--- src/updur_pkg.sv ---
// ----------------------------------------------------------------------------
// updur_pkg
// Shared widths, character codes and unit scales for the uptime parser.
// ----------------------------------------------------------------------------
package updur_pkg;

  localparam int unsigned CHAR_W  = 8;
  localparam int unsigned SECS_W  = 64;
  localparam int unsigned SCALE_W = 25;
  localparam int unsigned HALF_W  = SECS_W / 2;

  typedef logic [CHAR_W-1:0]  char_t;
  typedef logic [SECS_W-1:0]  secs_t;
  typedef logic [SCALE_W-1:0] scale_t;

  localparam char_t CH_0     = 8'h30;
  localparam char_t CH_9     = 8'h39;
  localparam char_t CH_YEAR  = 8'h79;
  localparam char_t CH_WEEK  = 8'h77;
  localparam char_t CH_DAY   = 8'h64;
  localparam char_t CH_COLON = 8'h3a;

  localparam scale_t SCALE_YEAR = 25'(365 * 86400);
  localparam scale_t SCALE_WEEK = 25'(7 * 86400);
  localparam scale_t SCALE_DAY  = 25'(86400);
  localparam scale_t SCALE_HOUR = 25'(3600);
  localparam scale_t SCALE_MIN  = 25'(60);
  localparam scale_t SCALE_SEC  = 25'(1);
  localparam scale_t SCALE_NONE = 25'(0);

  localparam logic KIND_CHAR = 1'b0;
  localparam logic KIND_END  = 1'b1;

endpackage

--- src/uptime_duration_parser.sv ---
// ----------------------------------------------------------------------------
// uptime_duration_parser
// Parses an uptime text such as 6w6d18:33:07, one character per transfer,
// into a 64-bit count of seconds reported on the end-of-text item.
// ----------------------------------------------------------------------------
// The end item's result passes the input register, the segment operand
//   register and the multiply stage, then is accumulated into the output register.
// Throughput: one item per cycle; the whole pipe holds while a result waits.
// Segment products use two 32x25 partial products, registered once.
// Reset: synchronous, active low; clears parse state, total and valids.
// ----------------------------------------------------------------------------
module uptime_duration_parser (
  input  logic                 clk,
  input  logic                 rst_n,
  input  logic                 in_valid,
  output logic                 in_stall,
  input  logic                 in_kind,
  input  updur_pkg::char_t     in_char_code,
  output logic                 out_valid,
  input  logic                 out_stall,
  output updur_pkg::secs_t     out_seconds
);
  import updur_pkg::*;

  typedef enum logic [1:0] {
    PH_START   = 2'd0,
    PH_DIGITS  = 2'd1,
    PH_STOPPED = 2'd2
  } phase_t;

  logic en;

  // input register
  logic  a_valid_r;
  logic  a_kind_r;
  char_t a_char_r;

  // parse state
  phase_t phase_r, phase_nxt;
  secs_t  number_acc_r, number_acc_nxt;
  logic   acc_overflow_r, acc_overflow_nxt;
  logic   hour_seen_r, hour_seen_nxt;

  // segment operand stage
  logic   b_valid_r;
  logic   b_end_r, b_end_nxt;
  secs_t  b_acc_r;
  scale_t b_scale_r, b_scale_nxt;

  // partial product stage
  logic                      c_valid_r;
  logic                      c_end_r;
  logic [HALF_W+SCALE_W-1:0] c_lo_r;
  logic [HALF_W-1:0]         c_hi_r;

  // total and result
  secs_t running_total_r;
  secs_t sum;
  logic  out_valid_r;
  secs_t out_seconds_r;

  logic               is_digit;
  logic [CHAR_W-1:0]  diff;
  logic [SECS_W+3:0]  acc_ext;
  logic [SECS_W+3:0]  acc_wide;
  logic               wide_ovf;

  assign en       = !(out_valid_r && out_stall);
  assign in_stall = !en;

  assign is_digit = (a_char_r >= CH_0) && (a_char_r <= CH_9);
  assign diff     = a_char_r - CH_0;
  assign acc_ext  = (phase_r == PH_START) ? '0 : {4'd0, number_acc_r};
  assign acc_wide = (acc_ext << 3) + (acc_ext << 1) + {{SECS_W{1'b0}}, diff[3:0]};
  assign wide_ovf = |acc_wide[SECS_W+3:SECS_W];

  always_comb begin
    phase_nxt        = phase_r;
    number_acc_nxt   = number_acc_r;
    acc_overflow_nxt = acc_overflow_r;
    hour_seen_nxt    = hour_seen_r;
    b_end_nxt        = 1'b0;
    b_scale_nxt      = SCALE_NONE;
    if (a_valid_r) begin
      if (a_kind_r == KIND_END) begin
        b_end_nxt        = 1'b1;
        b_scale_nxt      = (phase_r == PH_DIGITS && !acc_overflow_r) ? SCALE_SEC : SCALE_NONE;
        phase_nxt        = PH_START;
        number_acc_nxt   = '0;
        acc_overflow_nxt = 1'b0;
        hour_seen_nxt    = 1'b0;
      end else begin
        unique case (phase_r)
          PH_START: begin
            if (is_digit) begin
              number_acc_nxt   = acc_wide[SECS_W-1:0];
              acc_overflow_nxt = wide_ovf;
              phase_nxt        = PH_DIGITS;
            end else begin
              phase_nxt = PH_STOPPED;
            end
          end
          PH_DIGITS: begin
            if (is_digit) begin
              if (!acc_overflow_r) begin
                number_acc_nxt   = acc_wide[SECS_W-1:0];
                acc_overflow_nxt = wide_ovf;
              end
            end else if (acc_overflow_r) begin
              phase_nxt = PH_STOPPED;
            end else begin
              unique case (a_char_r)
                CH_YEAR:  b_scale_nxt = SCALE_YEAR;
                CH_WEEK:  b_scale_nxt = SCALE_WEEK;
                CH_DAY:   b_scale_nxt = SCALE_DAY;
                CH_COLON: begin
                  b_scale_nxt   = hour_seen_r ? SCALE_MIN : SCALE_HOUR;
                  hour_seen_nxt = 1'b1;
                end
                default:  b_scale_nxt = SCALE_SEC;
              endcase
              number_acc_nxt = '0;
              phase_nxt      = PH_START;
            end
          end
          default: ;
        endcase
      end
    end
  end

  assign sum = running_total_r + {{(SECS_W-HALF_W-SCALE_W){1'b0}}, c_lo_r}
             + {c_hi_r, {HALF_W{1'b0}}};

  always_ff @(posedge clk) begin
    if (!rst_n) begin
      a_valid_r       <= 1'b0;
      b_valid_r       <= 1'b0;
      c_valid_r       <= 1'b0;
      out_valid_r     <= 1'b0;
      phase_r         <= PH_START;
      number_acc_r    <= '0;
      acc_overflow_r  <= 1'b0;
      hour_seen_r     <= 1'b0;
      running_total_r <= '0;
    end else if (en) begin
      a_valid_r      <= in_valid;
      phase_r        <= phase_nxt;
      number_acc_r   <= number_acc_nxt;
      acc_overflow_r <= acc_overflow_nxt;
      hour_seen_r    <= hour_seen_nxt;
      b_valid_r      <= a_valid_r;
      c_valid_r      <= b_valid_r;
      out_valid_r    <= c_valid_r && c_end_r;
      if (c_valid_r) begin
        running_total_r <= c_end_r ? '0 : sum;
      end
    end
  end

  always_ff @(posedge clk) begin
    if (en) begin
      a_kind_r      <= in_kind;
      a_char_r      <= in_char_code;
      b_end_r       <= b_end_nxt;
      b_acc_r       <= number_acc_r;
      b_scale_r     <= b_scale_nxt;
      c_end_r       <= b_end_r;
      c_lo_r        <= b_acc_r[HALF_W-1:0] * b_scale_r;
      c_hi_r        <= HALF_W'(b_acc_r[SECS_W-1:HALF_W] * b_scale_r);
      out_seconds_r <= sum;
    end
  end

  assign out_valid   = out_valid_r;
  assign out_seconds = out_seconds_r;

  a_end_clears_state: assert property (@(posedge clk) disable iff (!rst_n)
    (en && a_valid_r && a_kind_r == KIND_END) |=>
      (phase_r == PH_START && number_acc_r == '0 && !hour_seen_r && !acc_overflow_r))
    else $error("parse state not cleared after end item");

  a_result_from_end: assert property (@(posedge clk) disable iff (!rst_n)
    $rose(out_valid_r) |-> $past(c_valid_r && c_end_r))
    else $error("result raised without an end item in flight");

  a_total_cleared: assert property (@(posedge clk) disable iff (!rst_n)
    (en && c_valid_r && c_end_r) |=> (running_total_r == '0))
    else $error("running total not cleared after result");

endmodule
--- config.mk ---
export PLATFORM = sky130hd
export DESIGN_NAME = uptime_duration_parser
export DESIGN_NICKNAME = d
export VERILOG_FILES = /design/src/updur_pkg.sv /design/src/uptime_duration_parser.sv
export SDC_FILE = /design/constraint.sdc
export NUM_CORES = 2
export LEC_CHECK = 0
export ABC_AREA = 0
export BUFFER_PORTS_ARGS = -buffer_cell sky130_fd_sc_hd__buf_2
export CAP_MARGIN = 0
export CELL_PAD_IN_SITES_DETAIL_PLACEMENT = 0
export CELL_PAD_IN_SITES_GLOBAL_PLACEMENT = 1
export CORE_ASPECT_RATIO = 1.1
export CORE_MARGIN = 8
export CORE_UTILIZATION = 35
export CTS_CLUSTER_DIAMETER = 50
export DETAILED_ROUTE_END_ITERATION = 8
export PLACE_DENSITY_LB_ADDON = 0.3
export SETUP_SLACK_MARGIN = 0.05
export SLEW_MARGIN = 20
export SYNTH_ARGS = -nofsm -noshare
export SYNTH_HDL_FRONTEND = slang
export SYNTH_SLANG_ARGS = --single-unit
--- constraint.sdc ---
create_clock -name clk -period 9.16 [get_ports clk]
set_input_delay 1.832 -clock clk [delete_from_list [all_inputs] [get_ports clk]]
set_output_delay 1.832 -clock clk [all_outputs]
set_load 0.02 [all_outputs]
---- Word level (Yosys, flattened, before mapping) ----
Cells that the tools add are included.
cells by class
  add/sub/neg operators ................... 5
  $mul .................................... 2
  order comparisons ....................... 2
  equal/unequal tests ..................... 11
  muxes and demuxes ....................... 31
  bitwise operators ....................... 1
  reductions and logical operators ........ 15
operators by type and width
  kind                                                                                  number
  64-bit 2-to-1 mux                                                                     7
  64-bit case mux with 2 select lines                                                   1
  25-bit 2-to-1 mux                                                                     4
  25-bit case mux with 4 select lines                                                   1
  67-bit by 65-bit adder with 68-bit output                                             1
  68-bit by 4-bit adder with 68-bit output                                              1
  64-bit by 57-bit adder with 64-bit output                                             1
  64-bit adder                                                                          1
  32-bit by 25-bit multiplier with 57-bit output                                        1
  32-bit by 25-bit multiplier with 32-bit output                                        1
  8-bit by 7-bit equality test with 1-bit output (second input constant)                3
  12-bit 2-to-1 mux                                                                     1
  3-bit inequality test (second input constant)                                         4
  1-bit 2-to-1 mux                                                                      11
  5-bit AND reduction                                                                   2
  8-bit by 6-bit equality test with 1-bit output (second input constant)                1
  8-bit by 6-bit greater-or-equal comparator with 1-bit output (second input constant)  1
  8-bit by 6-bit <= comparator with 1-bit output (second input constant)                1
  2-bit 2-to-1 mux                                                                      4
  6-bit AND reduction                                                                   1
  1-bit logical AND                                                                     4
  2-bit inequality test (second input constant)                                         2
  2-bit case mux with 2 select lines                                                    1
  4-bit AND reduction                                                                   1
  10 further kinds                                                                      11
storage, ports and cells
  register bits ........................... 389
  output and inout bits ................... 66

---- Longest topological paths before layout ----
  word-level depth ........................ 9
  mapped depth ............................ 30

---- Worst setup path before layout ----
No wires, ideal clock.
  kind .................................... input to output
  start ................................... input port out_stall
  end ..................................... output port in_stall
  arrival ................................. 8.253 ns
  data required time ...................... 7.328 ns
  setup slack ............................. -0.925 ns
  stages .................................. 2
  cell sequence ........................... nand2_1 -> inv_1
between the ends
  cells in the longest elaborated chain, start to end .. 1
ends and longest elaborated chain
  item               RTL line                      RTL
  from (decl)        uptime_duration_parser.sv:20  input logic out_stall,
  1-bit logical AND  uptime_duration_parser.sv:68  assign en = !(out_valid_r && out_stall);
  to (decl)          uptime_duration_parser.sv:16  output logic in_stall,
No other way between the ends.

---- Worst setup path after layout ----
  start ................................... register b_scale_r[10]
  end ..................................... register c_lo_r[54] (data pin)
between the ends
  cells in the longest elaborated chain, start to end .. 1
ends and longest elaborated chain
  item                                            RTL line                       RTL
  from (decl)                                     uptime_duration_parser.sv:48   scale_t b_scale_r, b_scale_nxt;
  from (signal assigned)                          uptime_duration_parser.sv:167  b_scale_r <= b_scale_nxt;
  32-bit by 25-bit multiplier with 57-bit output  uptime_duration_parser.sv:169  c_lo_r <= b_acc_r[HALF_W-1:0] * b_scale_r;
  to (signal assigned)                            uptime_duration_parser.sv:169
  to (decl)                                       uptime_duration_parser.sv:53   logic [HALF_W+SCALE_W-1:0] c_lo_r;
No other way between the ends.
A chain may end at the register's enable or synchronous reset.

==> summary.md <==
For this run, the number of Yosys warnings is 0. The first global-routing pass estimated 234500 um of wire. The register cell area after layout was 9930 sq um. After detailed routing, the total wire length is 147100 um.

The via count is 37620. At the end of the flow the core is filled with cells to 38.11%. The mapped netlist covers 55200 sq um. The slowest stage of the critical path belongs to the cell edfxtp_1.

Dividing the detail-routed wire length by the instance count gives 18.82 um. Of the total power, combinational logic draws 1.7%. The total of cells resized after clock tree synthesis is 0. Across the routed clock network, the largest skew measured is 0.02725 ns. Biggest fanout along the worst timing path: 26.

The share of the clock period used by the worst path works out to 92.51%. Using the TritonRoute via totals, the vias-per-cell ratio works out to 4.813. In this run the standard cell core region covers 157400 sq um. Average size of a mapped cell: 9.706 sq um. The number of hold-slack violations in the final timing report was 0.

The root buffer cell chosen for the clock tree is clkbuf_16. Yosys mapped the design onto 88 distinct sky130hd cell types. The worst setup path is launched from a flop.

Entering global routing, the biggest net connects 110 pins. The cell internal power dissipation came out at 3199 uW. Global routing finished with a remaining overflow of 0.

The clock drives 376 sinks. The first-iteration detailed-routing DRC count is 1974, and the effective utilization at floorplan is 35.08%. Synthesis handed over a netlist of 5687 instances.

The net count after synthesis came out at 7241. TritonCTS built the clock tree. By instance count, the cell type seen most on the critical path is fa_1. The relative contribution of the clock network to total power is 55.3%. The clock insertion delay at the later pin of the skew report is 0.66 ns, and the number of clock buffers inserted by TritonCTS is 60. The path class of the tightest hold or removal check is flop to flop.

The logs give 170700 sq um for the total die area and 0 for the number of max-slew violations in the final report. Number of maximum-capacitance constraint violations: 0. The run finished with clean final reports.

In this run the static leakage power is 0.03086 uW. The remaining antenna violation count after routing is 0, and the deepest clock path buffer count is 3. The smallest clock period supported by the final layout is computed as 8.474 ns. In this run the register-to-register setup slack is 0.69 ns. The synthesized design contains 240 enable-type register cells. The dominant delay contributor by cell family on the critical path was adder cells. Setup repair after global routing left no endpoint under its margin.

Once detailed placement completed, the half-perimeter wirelength came to 122200 um. Global routing used 17.23% of the available tracks across all layers. The floorplan step set the die width to 394.6 um. Sequential cells were found to cover 17.99% of the synthesized design area. The prevailing post-synth register cell was edfxtp_1.

The number of design rule violations left after detail routing was 0; the fraction of power spent switching nets was 23.80%. For this design the total switching power over the nets is 999.2 uW. On the worst path, the slowest cell contributes a delay of 1.02 ns.

Flip-flop and latch count after synthesis: 376. At the pin with the least slew margin, the transition time is 1.025 ns. The floorplan step set the die height to 432.5 um.

The first TritonRoute pass finished after 5 iterations. Row generation in the floorplan step produced 153 rows. In the final timing run, aggregate negative setup slack is 0 ns. Overall power consumption after layout is estimated at 4198 uW. The buffering stage count on the worst path with inverters included works out to 5.

The worst setup path is captured at a flop. The required time reported for the critical path endpoint is 9.55 ns. The register clock-pin slew on the reported worst setup and hold paths came out at 0.06 ns. The critical path data arrival time was 8.87 ns. Number of global-route vias before repair: 40370.

For this run, asynchronously set or reset flops after synthesis account for 0%. The number of setup buffers added after CTS came out at 0. Critical path class: flop to flop. In the final design database the tool counted 7225 nets.

For the number of failing setup endpoints in the final timing report, the log shows 0. The number of antenna violations at the first check in global routing is 5. Fill cells in the final layout number 15820.

In this run the tightest slew margin relative to its limit is 31.68%. The count of input and output buffers came out at 78. The CTS H-tree depth is 2. Compared with the post-synthesis result, the final layout area differs by 8.655%. The total power per unit cell area was 69.99 nW/um^2; the cts-stage hold buffer count was 0. The area of the multi-input gates was 39910 sq um; the final weighted congestion of routability-driven global placement was 0.8607.

Across the VDD grid, the largest voltage drop is 137.3 uV. During I/O placement, the number of pins put on the boundary was 79. The share of cells above drive strength 1 came out at 4.910%. Timing would allow up to 118.0 MHz. The sequential cell fraction of total power was 43.1%.
## routing by layer
layer / up-vias / track usage (%) / routed length, um
met2: 606 / 29.39 / 69230
li1: 18020 / - / -
met4: 0 / 3.164 / 2759
met3: 141 / 2.060 / 5479
met5: - / 0 / 0
met1: 18860 / 23.76 / 69620
## cells in the final DEF (no fill, tap or decap), drive strengths merged, types with 21 or more instances in the layout
cell | Yosys | routed
nor2 | 91 | 91
fa | 805 | 805
nand3 | 47 | 47
nor2b | 179 | 179
a31oi | 30 | 30
nand2 | 343 | 343
a21o | 122 | 122
xnor2 | 161 | 161
inv | 1231 | 1247
ha | 736 | 736
edfxtp | 240 | 240
o21ai | 121 | 121
nand4 | 26 | 26
a22oi | 86 | 86
clkinv | 1 | 21
buf | 6 | 130
and3 | 30 | 30
nor3 | 24 | 24
xor2 | 101 | 101
clkbuf | 202 | 69
dfxtp | 136 | 136
and2 | 493 | 493
nand2b | 31 | 31
o21bai | 39 | 39
a21oi | 194 | 194
## cell usage after synthesis, drive strengths merged, types with 4 or more instances
library cell | number | area, sq um
inv | 1231 | 4621
fa | 805 | 16120
ha | 736 | 9209
and2 | 493 | 3089
nand2 | 343 | 1287
edfxtp | 240 | 7207
clkbuf | 202 | 760.7
a21oi | 194 | 978.4
nor2b | 179 | 1120
xnor2 | 161 | 1418
dfxtp | 136 | 2723
a21o | 122 | 917.1
o21ai | 121 | 616.8
xor2 | 101 | 892.1
nor2 | 91 | 341.6
a22oi | 86 | 645.6
nand3 | 47 | 235.2
o21bai | 39 | 296.5
nand2b | 31 | 193.9
a31oi | 30 | 202.7
and3 | 30 | 187.7
nand4 | 26 | 162.7
nor3 | 24 | 120.1
a22o | 20 | 175.2
and4 | 20 | 175.2
a21boi | 18 | 135.1
o21a | 15 | 112.6
a211oi | 10 | 75.07
a221oi | 9 | 85.08
a31o | 9 | 78.83
o211ai | 9 | 72.57
a311oi | 8 | 70.07
a221o | 7 | 70.07
or2 | 7 | 43.79
buf | 6 | 33.77
nor3b | 6 | 45.04
o31ai | 6 | 45.04
a41oi | 5 | 51.30
a2111oi | 4 | 35.03
a41o | 4 | 40.04
o31a | 4 | 35.03
o41ai | 4 | 50.05
or3 | 4 | 25.02
## layout make-up
class	count	area share (%)
Multi-Input combinational cell	3871	66.55
Sequential cell	376	16.56
Inverter	1232	7.711
Tap cell	2092	4.364
Clock buffer	69	2.612
Timing Repair Buffer	130	1.323
Clock inverter	45	0.8783
Antenna cell	2	0.008345
## per-stage QoR
| step | worst slack (ns) | std cells | cell area (sq um) | hold slack (ns) |
|---|---|---|---|---|
| floorplan | 1.621 | 5687 | 55200 | 0.4003 |
| global placement | 0.7788 | 7701 | 57880 | 0.4330 |
| detailed placement | 0.7046 | 7701 | 57880 | 0.4403 |
| CTS | 0.6515 | 7815 | 59970 | 0.4436 |
| global route | 0.08360 | 7815 | 59970 | 0.4597 |
| finish | 0.6864 | 7817 | 59970 | 0.4498 |
## state kept, by name (all words and copies together), names as in the netlist
signal           cells
c_valid_r            1
b_acc_r             64
number_acc_r        64
hour_seen_r          1
a_char_r             8
out_valid            1
b_end_r              1
c_end_r              1
a_valid_r            1
out_seconds         64
acc_overflow_r       1
running_total_r     64
c_lo_r              57
b_valid_r            1
b_scale_r           12
phase_r              2
c_hi_r              32
a_kind_r             1
## power by group through the flow
stage               sequential (uW)  combinational, uW  clock, uW
global route                   1810               77.2       2460
detailed placement             1840               72.3          0
finish                         1810               71.2       2320
CTS                            1810               72.5       2390
floorplan                      1840               42.8          0
global placement               1840               72.6          0
## final timing paths
path                            cells past startpoint     endpoint        startpoint
worst max register to register                     26   c_lo_r[54]     b_scale_r[10]
worst max-delay path                               26   c_lo_r[54]     b_scale_r[10]
worst min-delay path                                0  b_acc_r[36]  number_acc_r[36]
worst min register to register                      0  b_acc_r[36]  number_acc_r[36]
## cells by family after synthesis
family | count (synthesis) | synth area share [%]
AO/OA/AOI/OAI | 749 | 9.108
multiplexers | 3 | 0.05667
AND/OR/NAND/NOR | 1316 | 12.96
buffers and inverters | 1440 | 9.817
XOR/XNOR | 262 | 4.185
flip-flops | 376 | 17.99
adder cells (fa/ha/maj) | 1541 | 45.88
Power figures use the tool's default switching activity.
